<file path="src/rtl/mppt_pkg.sv">
// Shared constants and types of the mouse packet position tracker.
package mppt_pkg;

    // Position register width; all position arithmetic follows from it.
    localparam int POS_BITS = 12;

    localparam int BYTE_W   = 8;
    localparam int GAIN_W   = 5;
    localparam int LIMIT_W  = 12;
    localparam int OPOS_W   = 12;
    localparam int WHEEL_W  = 4;
    localparam int PROD_W   = BYTE_W + 1 + GAIN_W + 1;
    // Room for a position plus a scaled delta of either sign.
    localparam int SUM_W    = ((POS_BITS > PROD_W - 2) ? POS_BITS : (PROD_W - 2)) + 2;

    localparam int IN_TDATA_W  = 8;
    localparam int OUT_FIELD_W = 2 * OPOS_W + 3 + WHEEL_W;
    localparam int OUT_TDATA_W = ((OUT_FIELD_W + 7) / 8) * 8;

    // Configuration port.
    localparam int CFG_IDX_W  = 2;
    localparam int CFG_DATA_W = 12;
    localparam logic [CFG_IDX_W-1:0] CFG_X_GAIN  = 2'd0;
    localparam logic [CFG_IDX_W-1:0] CFG_Y_GAIN  = 2'd1;
    localparam logic [CFG_IDX_W-1:0] CFG_X_LIMIT = 2'd2;
    localparam logic [CFG_IDX_W-1:0] CFG_Y_LIMIT = 2'd3;

    localparam logic [GAIN_W-1:0]  X_GAIN_RST  = 5'd1;
    localparam logic [GAIN_W-1:0]  Y_GAIN_RST  = 5'd1;
    localparam logic [LIMIT_W-1:0] X_LIMIT_RST = 12'd1023;
    localparam logic [LIMIT_W-1:0] Y_LIMIT_RST = 12'd767;

    // Bits of the flag byte.
    localparam int FLAG_LEFT   = 0;
    localparam int FLAG_RIGHT  = 1;
    localparam int FLAG_MIDDLE = 2;
    localparam int FLAG_XSIGN  = 4;
    localparam int FLAG_YSIGN  = 5;

    // Assembly progress within a burst.
    localparam int CNT_W = 2;
    localparam logic [CNT_W-1:0] CNT_IDLE      = 2'd0;
    localparam logic [CNT_W-1:0] CNT_HAVE_FLAG = 2'd1;
    localparam logic [CNT_W-1:0] CNT_HAVE_DX   = 2'd2;
    localparam logic [CNT_W-1:0] CNT_HAVE_DY   = 2'd3;

    // A complete packet as seen by the position stage.
    typedef struct packed {
        logic              done;
        logic [BYTE_W-1:0] flag;
        logic [BYTE_W-1:0] dx;
        logic [BYTE_W-1:0] dy;
        logic [WHEEL_W-1:0] nib;
    } pkt_t;

endpackage

</file>
<file path="src/rtl/mppt_axis.sv">
// One axis of position update: scale the signed delta, add, and clamp.
module mppt_axis
(
    input  logic [mppt_pkg::POS_BITS-1:0] pos,
    input  logic [mppt_pkg::BYTE_W-1:0]   raw,
    input  logic                          neg,
    input  logic [mppt_pkg::GAIN_W-1:0]   gain,
    input  logic [mppt_pkg::LIMIT_W-1:0]  limit,
    output logic [mppt_pkg::POS_BITS-1:0] pos_new
);
    import mppt_pkg::*;

    localparam logic signed [SUM_W-1:0] POS_MAX_S =
        $signed({{(SUM_W-POS_BITS){1'b0}}, {POS_BITS{1'b1}}});

    logic signed [PROD_W-1:0] prod;
    logic signed [SUM_W-1:0]  sum;
    logic signed [SUM_W-1:0]  lim_ext;
    logic signed [SUM_W-1:0]  lim_eff;

    // The sign bit on top of the raw byte gives raw - 256 for a negative delta.
    assign prod    = $signed({neg, raw}) * $signed({1'b0, gain});
    assign sum     = $signed({{(SUM_W-POS_BITS){1'b0}}, pos}) + SUM_W'(prod);
    assign lim_ext = $signed(SUM_W'(limit));
    assign lim_eff = (lim_ext > POS_MAX_S) ? POS_MAX_S : lim_ext;

    always_comb
    begin
        if (sum > lim_eff)
        begin
            pos_new = POS_BITS'(lim_eff);
        end
        else if (sum < 0)
        begin
            pos_new = '0;
        end
        else
        begin
            pos_new = POS_BITS'(sum);
        end
    end

endmodule

</file>
<file path="src/rtl/mppt_asm.sv">
// Packet assembler: collects flag, X and Y bytes of a burst and flags the fourth byte.
module mppt_asm
(
    input  logic                        clk,
    input  logic                        rst_n,
    input  logic                        item_valid,
    input  logic [mppt_pkg::BYTE_W-1:0] item_byte,
    input  logic                        item_start,
    input  logic                        advance,
    output mppt_pkg::pkt_t              pkt
);
    import mppt_pkg::*;

    logic [CNT_W-1:0]  cnt_reg;
    logic [BYTE_W-1:0] flag_reg;
    logic [BYTE_W-1:0] dx_reg;
    logic [BYTE_W-1:0] dy_reg;

    assign pkt.done = item_valid && !item_start && (cnt_reg == CNT_HAVE_DY);
    assign pkt.flag = flag_reg;
    assign pkt.dx   = dx_reg;
    assign pkt.dy   = dy_reg;
    assign pkt.nib  = item_byte[WHEEL_W-1:0];

    always_ff @(posedge clk or negedge rst_n)
    begin
        if (!rst_n)
        begin
            cnt_reg  <= CNT_IDLE;
            flag_reg <= '0;
            dx_reg   <= '0;
            dy_reg   <= '0;
        end
        else if (advance)
        begin
            // A burst start always restarts assembly and drops a partial packet.
            if (item_start)
            begin
                flag_reg <= item_byte;
                cnt_reg  <= CNT_HAVE_FLAG;
            end
            else
            begin
                unique case (cnt_reg)
                    CNT_HAVE_FLAG:
                    begin
                        dx_reg  <= item_byte;
                        cnt_reg <= CNT_HAVE_DX;
                    end
                    CNT_HAVE_DX:
                    begin
                        dy_reg  <= item_byte;
                        cnt_reg <= CNT_HAVE_DY;
                    end
                    CNT_HAVE_DY:
                    begin
                        cnt_reg <= CNT_IDLE;
                    end
                    CNT_IDLE:
                    begin
                        cnt_reg <= CNT_IDLE;
                    end
                endcase
            end
        end
    end

endmodule

</file>
<file path="src/rtl/mouse_packet_position_tracker.sv">
// Top level of the mouse packet position tracker.
//
// Takes one controller byte per item (s_tuser marks the first byte of an
// interrupt burst), assembles 4-byte wheel-mouse packets and, on the fourth
// byte, emits one item with the saturated pointer position, the three button
// states and the most recent nonzero scroll nibble. Bytes that complete no
// packet produce no item. One byte is accepted per clock cycle while s_tready
// is high; a byte passes an input register and the position update logic and
// its result is written to the output register. Input acceptance stops only
// while a finished item waits in the output register and the next byte would
// complete another packet. The user must write gains and limits through the
// cfg port only while no packet is in flight; the block itself does not
// enforce this. A lowered limit takes effect on the next packet.
module mouse_packet_position_tracker
(
    input  logic                                clk,
    input  logic                                rst_n,
    // Input stream.
    input  logic                                s_tvalid,
    output logic                                s_tready,
    input  logic [mppt_pkg::IN_TDATA_W-1:0]     s_tdata,   // [7:0] rx_byte
    input  logic                                s_tuser,   // [0] burst_start
    // Output stream.
    output logic                                m_tvalid,
    input  logic                                m_tready,
    // [11:0] pos_x, [23:12] pos_y, [24] btn_left, [25] btn_middle,
    // [26] btn_right, [30:27] wheel, [31] zero
    output logic [mppt_pkg::OUT_TDATA_W-1:0]    m_tdata,
    // Configuration writes.
    input  logic                                cfg_we,
    input  logic [mppt_pkg::CFG_IDX_W-1:0]      cfg_index,
    input  logic [mppt_pkg::CFG_DATA_W-1:0]     cfg_data
);
    import mppt_pkg::*;

    logic [GAIN_W-1:0]  x_gain_reg;
    logic [GAIN_W-1:0]  y_gain_reg;
    logic [LIMIT_W-1:0] x_limit_reg;
    logic [LIMIT_W-1:0] y_limit_reg;

    logic              in_valid_reg;
    logic [BYTE_W-1:0] in_byte_reg;
    logic              in_start_reg;

    logic [POS_BITS-1:0] cur_x_reg;
    logic [POS_BITS-1:0] cur_y_reg;
    logic [WHEEL_W-1:0]  wheel_reg;
    logic [POS_BITS-1:0] cur_x_next;
    logic [POS_BITS-1:0] cur_y_next;
    logic [WHEEL_W-1:0]  wheel_next;

    logic                   out_valid_reg;
    logic [OUT_TDATA_W-1:0] out_data_reg;
    logic [OUT_TDATA_W-1:0] out_data_next;

    pkt_t pkt;
    logic advance;

    // The byte in the input register moves on unless it would complete a
    // packet while the previous result is still waiting.
    assign advance  = in_valid_reg && (!pkt.done || !out_valid_reg || m_tready);
    assign s_tready = !in_valid_reg || advance;
    assign m_tvalid = out_valid_reg;
    assign m_tdata  = out_data_reg;

    always_ff @(posedge clk or negedge rst_n)
    begin
        if (!rst_n)
        begin
            x_gain_reg  <= X_GAIN_RST;
            y_gain_reg  <= Y_GAIN_RST;
            x_limit_reg <= X_LIMIT_RST;
            y_limit_reg <= Y_LIMIT_RST;
        end
        else if (cfg_we)
        begin
            unique case (cfg_index)
                CFG_X_GAIN:  x_gain_reg  <= cfg_data[GAIN_W-1:0];
                CFG_Y_GAIN:  y_gain_reg  <= cfg_data[GAIN_W-1:0];
                CFG_X_LIMIT: x_limit_reg <= cfg_data[LIMIT_W-1:0];
                CFG_Y_LIMIT: y_limit_reg <= cfg_data[LIMIT_W-1:0];
            endcase
        end
    end

    always_ff @(posedge clk or negedge rst_n)
    begin
        if (!rst_n)
        begin
            in_valid_reg <= 1'b0;
        end
        else if (s_tready)
        begin
            in_valid_reg <= s_tvalid;
        end
    end

    always_ff @(posedge clk)
    begin
        if (s_tvalid && s_tready)
        begin
            in_byte_reg  <= s_tdata[BYTE_W-1:0];
            in_start_reg <= s_tuser;
        end
    end

    mppt_asm u_asm
    (
        .clk        (clk),
        .rst_n      (rst_n),
        .item_valid (in_valid_reg),
        .item_byte  (in_byte_reg),
        .item_start (in_start_reg),
        .advance    (advance),
        .pkt        (pkt)
    );

    mppt_axis u_axis_x
    (
        .pos     (cur_x_reg),
        .raw     (pkt.dx),
        .neg     (pkt.flag[FLAG_XSIGN]),
        .gain    (x_gain_reg),
        .limit   (x_limit_reg),
        .pos_new (cur_x_next)
    );

    mppt_axis u_axis_y
    (
        .pos     (cur_y_reg),
        .raw     (pkt.dy),
        .neg     (pkt.flag[FLAG_YSIGN]),
        .gain    (y_gain_reg),
        .limit   (y_limit_reg),
        .pos_new (cur_y_next)
    );

    // A zero scroll nibble keeps the last reported wheel value.
    assign wheel_next = (pkt.nib != '0) ? pkt.nib : wheel_reg;

    assign out_data_next = {
        {(OUT_TDATA_W-OUT_FIELD_W){1'b0}},
        wheel_next,
        pkt.flag[FLAG_RIGHT],
        pkt.flag[FLAG_MIDDLE],
        pkt.flag[FLAG_LEFT],
        OPOS_W'(cur_y_next),
        OPOS_W'(cur_x_next)
    };

    always_ff @(posedge clk or negedge rst_n)
    begin
        if (!rst_n)
        begin
            cur_x_reg <= '0;
            cur_y_reg <= '0;
            wheel_reg <= '0;
        end
        else if (advance && pkt.done)
        begin
            cur_x_reg <= cur_x_next;
            cur_y_reg <= cur_y_next;
            wheel_reg <= wheel_next;
        end
    end

    always_ff @(posedge clk or negedge rst_n)
    begin
        if (!rst_n)
        begin
            out_valid_reg <= 1'b0;
        end
        else if (advance && pkt.done)
        begin
            out_valid_reg <= 1'b1;
        end
        else if (m_tready)
        begin
            out_valid_reg <= 1'b0;
        end
    end

    always_ff @(posedge clk)
    begin
        if (advance && pkt.done)
        begin
            out_data_reg <= out_data_next;
        end
    end

endmodule

</file>
<file path="config.mk">
export PLATFORM = sky130hd
export DESIGN_NAME = mouse_packet_position_tracker
export DESIGN_NICKNAME = d
export VERILOG_FILES = /design/src/rtl/mppt_pkg.sv /design/src/rtl/mppt_axis.sv /design/src/rtl/mppt_asm.sv /design/src/rtl/mouse_packet_position_tracker.sv
export SDC_FILE = /design/constraint.sdc
export NUM_CORES = 1
export LEC_CHECK = 0
export BUFFER_PORTS_ARGS = -buffer_cell sky130_fd_sc_hd__buf_2
export CAP_MARGIN = 25
export CORE_ASPECT_RATIO = 1.75
export CORE_UTILIZATION = 40
export CTS_BUF_LIST = sky130_fd_sc_hd__clkbuf_16
export DETAILED_ROUTE_END_ITERATION = 10
export GPL_TIMING_DRIVEN = 0
export PLACE_DENSITY_LB_ADDON = 0.12
export REMOVE_ABC_BUFFERS = 1
export SETUP_SLACK_MARGIN = 0.1
export SLEW_MARGIN = 30
export SYNTH_ARGS = -nofsm -noshare
export SYNTH_HDL_FRONTEND = slang
export SYNTH_SLANG_ARGS = --single-unit
</file>
<file path="constraint.sdc">
create_clock -name clk -period 7.4 [get_ports clk]
set_input_delay 1.48 -clock clk [delete_from_list [all_inputs] [get_ports clk]]
set_output_delay 1.48 -clock clk [all_outputs]
set_load 0.005 [all_outputs]
</file>
==> results of run 1 <==
[area by class of cell]
cell class	instances	area share
flip-flops and latches	127	0.311
inverters	155	0.0534
repair buffers	64	0.0349
multi-input cells	588	0.513
well taps	304	0.0348
clock inverters	13	0.00915
clock buffers	19	0.0435
[layer usage]
metal  vias up  track usage  wire [um]
li1       3053            -          -
met1      3152        0.192       7750
met2        85        0.354      12100
met3        42       0.0258        463
met4         0        0.120       1210
met5         -            0          0
[what timing repair did]
action | CTS | global route
endpoints found under the setup margin | 0 | 10
gates resized for setup | 0 | 0
setup buffers | 0 | 3
[worst max-delay path, delay by kind of cell (launching register included)]
kind | cells | cell delay [ns]
compound gates | 6 | 1.36
xor+xnor | 1 | 0.41
fa+ha+maj | 6 | 2.61
buf+inv | 5 | 0.36
flops | 1 | 0.47
mux | 1 | 0.38
simple gates | 6 | 0.86
[path summary, 6_finish.rpt]
kind                       cells after the start               from  slack (ns)       endpoint
max                                           25      x_gain_reg[2]        0.65     m_tdata[9]
min                                            0  u_asm.flag_reg[0]        0.46    m_tdata[24]
max reg2reg                                   25      x_gain_reg[2]        0.65     m_tdata[9]
min reg2reg                                    0  u_asm.flag_reg[0]        0.46    m_tdata[24]
max in group asynchronous                      2              rst_n        5.83  y_gain_reg[0]
min in group asynchronous                      1              rst_n        0.93   cur_x_reg[5]
[cells in the final DEF (no fill, tap or decap), types with 3 or more instances in the layout]
| cell type | instances |
|---|---|
| dfrtp_1 | 66 |
| edfxtp_1 | 40 |
| o21ai_0 | 10 |
| nand3b_1 | 3 |
| buf_2 | 59 |
| a21oi_1 | 26 |
| o21a_1 | 4 |
| nor2b_1 | 9 |
| inv_1 | 155 |
| clkbuf_16 | 19 |
| clkinv_4 | 4 |
| and3_1 | 5 |
| mux2_2 | 56 |
| nor4_1 | 4 |
| nor3_1 | 6 |
| o22ai_1 | 14 |
| a21o_1 | 9 |
| nor2_1 | 38 |
| nand3_1 | 4 |
| inv_6 | 4 |
| o21ai_1 | 12 |
| fa_1 | 74 |
| xnor2_1 | 25 |
| nand4_1 | 3 |
| nor3b_1 | 3 |
| nand2b_1 | 6 |
| nand2_1 | 41 |
| dfstp_2 | 21 |
| a31o_2 | 3 |
| ha_1 | 96 |
| mux2i_1 | 24 |
| and2_1 | 80 |
[cell families (layout without fill, tap and decap cells)]
family	after synthesis	count (layout)	synth area share
simple gates	208	208	0.115
xor+xnor	29	29	0.0263
other cells	1	1	0.000389
flops	127	127	0.353
compound gates	100	100	0.0685
fa+ha+maj	170	170	0.278
mux	80	80	0.0902
buf+inv	172	251	0.0686
[through the flow]
stage	cell area, sq um	hold slack (ns)
after floorplan	9570	0.425
after global placement	10200	0.445
after detailed placement	10300	0.444
after CTS	10900	0.462
after global routing	10900	0.480
final	10900	0.457
[cell usage after synthesis (24+ instances only)]
library cell | number | area share
a21oi_1 | 26 | 0.013
and2_1 | 80 | 0.052
dfrtp_1 | 66 | 0.17
edfxtp_1 | 40 | 0.12
fa_1 | 74 | 0.15
ha_1 | 96 | 0.12
inv_1 | 155 | 0.060
mux2_2 | 56 | 0.065
mux2i_1 | 24 | 0.025
nand2_1 | 41 | 0.016
nor2_1 | 38 | 0.015
xnor2_1 | 27 | 0.025
==> results.md, run 1 <==
* Status: finished clean
* # clock sinks at 127
* Largest buffer count on any clock path at 2
* Area occupied by multi-input gates at 0.00561 sq mm
* Top_reg_cell synth: dfrtp_1
* Die X at 119 um
* Row count at 74
* First-pass GRT wire length at 35100 um
* P&R area growth vs syn at 13.4%
* Starting Density at 0.410
* N_diodes at 0
* Netlist cell types at 57
* Sequential cell area at 0.00340 sq mm
* # port buffers at 60
* Startpoint Class: flip-flop
* WP data arrival at 6.90 ns
* Clock transition at the registers of the reported paths at 0.06 ns
* Share of layout cells above drive strength 1 at 0.193
* GRT Total Usage at 0.189
* Slowest cell on the critical path: fa_1
* CP peak stage delay at 0.53 ns
* CP Capture Type: flip-flop
* Initial DRC Count at 178
* Min-Delay Path Class: flip-flop to flip-flop
* Critical Path RT at 7.56 ns
* Async S/R FF share, synth at 0.685
* Max transition margin at 0.469
* Final nets at 1151
* Routed WL at 21500 um
* TritonCTS buffer count at 17
* Post-CTS Hold Fix Bufs at 0
* WL/cell at 16.9 um
* DP HPWL at 17300 um
* Total Neg Setup Slack at 0 ns
* Fin util at 0.465
* Post-Syn Area at 0.00965 sq mm
* Yosys reg bits at 127
* Clk_lat worst skew at 0.43 ns
* Vias in the first global route at 6774
* Min Tclk post-route at 6.75 ns
* Max-cap violations at 0
* Ys Warns at 0
* Fmax at 148 MHz
* Avg Cell Area, Syn at 10.9 sq um
* Pin count of the biggest net entering global routing at 57
* Total grt overflow at 0
* Via count at 6332
* Die area at 0.0248 sq mm
* Max reg flops at 31
* Initial antenna violation count at 0
* Skew final at 0.0103 ns
* TritonRoute pass-1 iters at 4
* Final hold vios at 0
* RSZ-0062 raised after global routing: no
* Cells after Synth at 887
* Critical path class: flip-flop to flip-flop
* FILL cells at 2279
* CORE AREA at 0.0235 sq mm
* Final setup fails at 0
* Placer Congestion at 0.860
* Vias/cell at 4.99
* CP Max Fanout at 10
* Residual DRC count at 0
* Chip height at 207 um
* CTS root buffer: clkbuf_16
* CTS tree: yes
* Tcrit/Tclk final at 0.912
* Top-level port count at 62
* Register area share after synthesis at 0.353
* DP Worst Slack at 0.202 ns
* Placed cells at 1235
* Final WS setup at 0.652 ns
* Post-route ant nets at 0
* Post-synth EDFFs at 40
* Worst Tran Pin Value at 0.792 ns
* Final Non-Filler Cells at 1270
* Slew Viols, Final at 0
* H-tree Lvls at 4
Power of run 1 is left out: the tool's default activity adds up to more than one toggle a clock period on the data nets, which glitch-free logic cannot reach.
==> inputs of run 2 (changes only) <==
--- a/config.mk
+++ b/config.mk
@@ -13,7 +13,6 @@
 export DETAILED_ROUTE_END_ITERATION = 10
 export GPL_TIMING_DRIVEN = 0
 export PLACE_DENSITY_LB_ADDON = 0.12
-export REMOVE_ABC_BUFFERS = 1
 export SETUP_SLACK_MARGIN = 0.1
 export SLEW_MARGIN = 30
 export SYNTH_ARGS = -nofsm -noshare
==> results.md, run 2 (synthesis results as in run 1) <==
* Vias in the first global route at 6765 (was 6774)
* Reg2reg setup slack at 0.54 ns (was 0.65 ns)
* CTS root buffer: clkbuf_16 (unchanged)
* Fmax at 146 MHz (was 148 MHz)
* Vias/cell at 4.95 (was 4.99)
* Largest buffer count on any clock path at 2 (unchanged)
* Final nets at 1165 (was 1151)
* Slew Viols, Final at 0 (unchanged)
* CP Max Fanout at 10 (unchanged)
* Final hold vios at 0 (unchanged)
* Design area at 0.0110 sq mm (was 0.0109 sq mm)
* Post-CTS Hold Fix Bufs at 0 (unchanged)
* Final WS setup at 0.543 ns (was 0.652 ns)
* Total Neg Setup Slack at 0 ns (unchanged)
* RSZ-0062 raised after global routing: no (unchanged)
* P&R area growth vs syn at 13.7% (was 13.4%)
* Starting Density at 0.410 (unchanged)
* Final setup fails at 0 (unchanged)
* # port buffers at 60 (unchanged)
* WL/cell at 16.9 um (about the same)
* H-tree Lvls at 4 (unchanged)
* Initial DRC Count at 184 (was 178)
* Total grt overflow at 0 (unchanged)
* Clock transition at the registers of the reported paths at 0.06 ns (about the same)
* TritonCTS buffer count at 17 (unchanged)
* Max-cap violations at 0 (unchanged)
* DP HPWL at 17600 um (was 17300 um)
* Status: finished clean (unchanged)
* Chip height at 207 um (unchanged)
* Most frequent cells in the layout: inv_1, ha_1, and2_1 (unchanged)
* Clk_lat worst skew at 0.44 ns (was 0.43 ns)
* GRT Total Usage at 0.188 (was 0.189)
* WP data arrival at 7.02 ns (was 6.90 ns)
* CORE AREA at 0.0235 sq mm (unchanged)
* Via count at 6362 (was 6332)
* Routed WL at 21700 um (was 21500 um)
* Max transition margin at 0.545 (was 0.469)
* Post-cts resize count at 0 (unchanged)
* Die X at 119 um (unchanged)
* Skew final at 0.0192 ns (was 0.0103 ns)
* Top-level port count at 62 (unchanged)
* Reg2Reg Depth at 24 (was 25)
* DP Worst Slack at 0.572 ns (was 0.202 ns)
* Placement Cell Area at 0.0104 sq mm (was 0.0103 sq mm)
* # clock sinks at 127 (unchanged)
* Setup Buffers After CTS at 0 (unchanged)
* Min Tclk post-route at 6.86 ns (was 6.75 ns)
* Critical path class: flip-flop to flip-flop (unchanged)
* CP Launch Point: x_gain_reg[0] (was x_gain_reg[2])
* Fin Hold WS at 0.453 ns (was 0.457 ns)
* Pin count of the biggest net entering global routing at 62 (was 57)
* TritonRoute pass-1 iters at 4 (unchanged)
* Share of layout cells above drive strength 1 at 0.189 (was 0.193)
* CTS tree: yes (unchanged)
* Residual DRC count at 0 (unchanged)
* Post-route ant nets at 0 (unchanged)
* FILL cells at 2321 (was 2279)
* Net Count, Synth at 1085
* Row count at 74 (unchanged)
* First-pass GRT wire length at 34900 um (was 35100 um)
* R2R Path Start: x_gain_reg[0] (was x_gain_reg[2])
* Max reg flops at 31 (unchanged)
* N_diodes at 0 (unchanged)
* Min-Delay Path Class: flip-flop to flip-flop (unchanged)
* Die area at 0.0248 sq mm (unchanged)
* Tcrit/Tclk final at 0.927 (was 0.912)
* Startpoint Class: flip-flop (unchanged)
* Commonest non-fill, non-tap cell in the layout: inv_1 (unchanged)
* Placer Congestion at 0.829 (was 0.860)
* Worst Tran Pin Value at 0.681 ns (was 0.792 ns)
* CP Capture Type: flip-flop (unchanged)
* Reg-to-reg critical path endpoint: m_tdata[7] (was m_tdata[9])
* Initial antenna violation count at 0 (unchanged)
* Critical Path RT at 7.56 ns (about the same)
* End of the critical path: m_tdata[7] (was m_tdata[9])
-- run 2: through the flow --
| stage | utilization | cells |
|---|---|---|
| 2_1_floorplan | - | 887 |
| 3_3_place_gp | 0.439 | 1251 |
| 3_5_place_dp | 0.441 | 1252 |
| 4_1_cts | 0.467 | 1284 |
| 5_1_grt | 0.467 | 1284 |
| 6_report | 0.467 | 1284 |
-- run 2: per-layer routing --
layer,global-route usage,up-vias,wire length [um],part of all wire
li1,-,3081,-,-
met1,0.192,3156,7990,0.37
met2,0.352,81,12200,0.56
met3,0.0291,44,390,0.018
met4,0.112,0,1140,0.053
met5,0,-,0,0
-- run 2: worst min path at each step --
stage / end / slack (ns) / cells after the start / startpoint
floorplan: m_tdata[24] / 0.42 / 0 / u_asm.flag_reg[0]
global placement: m_tdata[24] / 0.43 / 0 / u_asm.flag_reg[0]
detailed placement: m_tdata[24] / 0.44 / 0 / u_asm.flag_reg[0]
CTS: m_tdata[24] / 0.45 / 0 / u_asm.flag_reg[0]
global route: m_tdata[24] / 0.47 / 0 / u_asm.flag_reg[0]
finish: m_tdata[24] / 0.45 / 0 / u_asm.flag_reg[0]
-- run 2: cell type report --
class	count	area, sq um	share of cell area
buffer	17	83.8	0.00764
clock buffer	21	526	0.0479
clock inverter	11	82.6	0.00752
inverter	155	582	0.0530
multi-input combinational	588	5580	0.509
sequential	127	3400	0.310
tap	304	380	0.0347
timing repair buffer	61	334	0.0304
-- run 2: worst max-delay path: stages, from the launching register on --
cell and delay (ns):
dfstp_2 0.62, nand2_1 0.16, fa_1 0.56, inv_1 0.05, fa_1 0.47, fa_1 0.55
inv_1 0.05, fa_1 0.49, inv_1 0.04, ha_1 0.34, a21o_1 0.13, a21o_1 0.14
o21ai_1 0.07, a21oi_1 0.27, nor2_1 0.09, xnor2_1 0.41, ha_1 0.33, nand4_1 0.13
nor4_1 0.08, a211oi_1 0.23, a21oi_1 0.24, nor3_4 0.44, buf_6 0.24, mux2i_1 0.38
nor2_1 0.08
Power of run 2 is left out for the same reason.
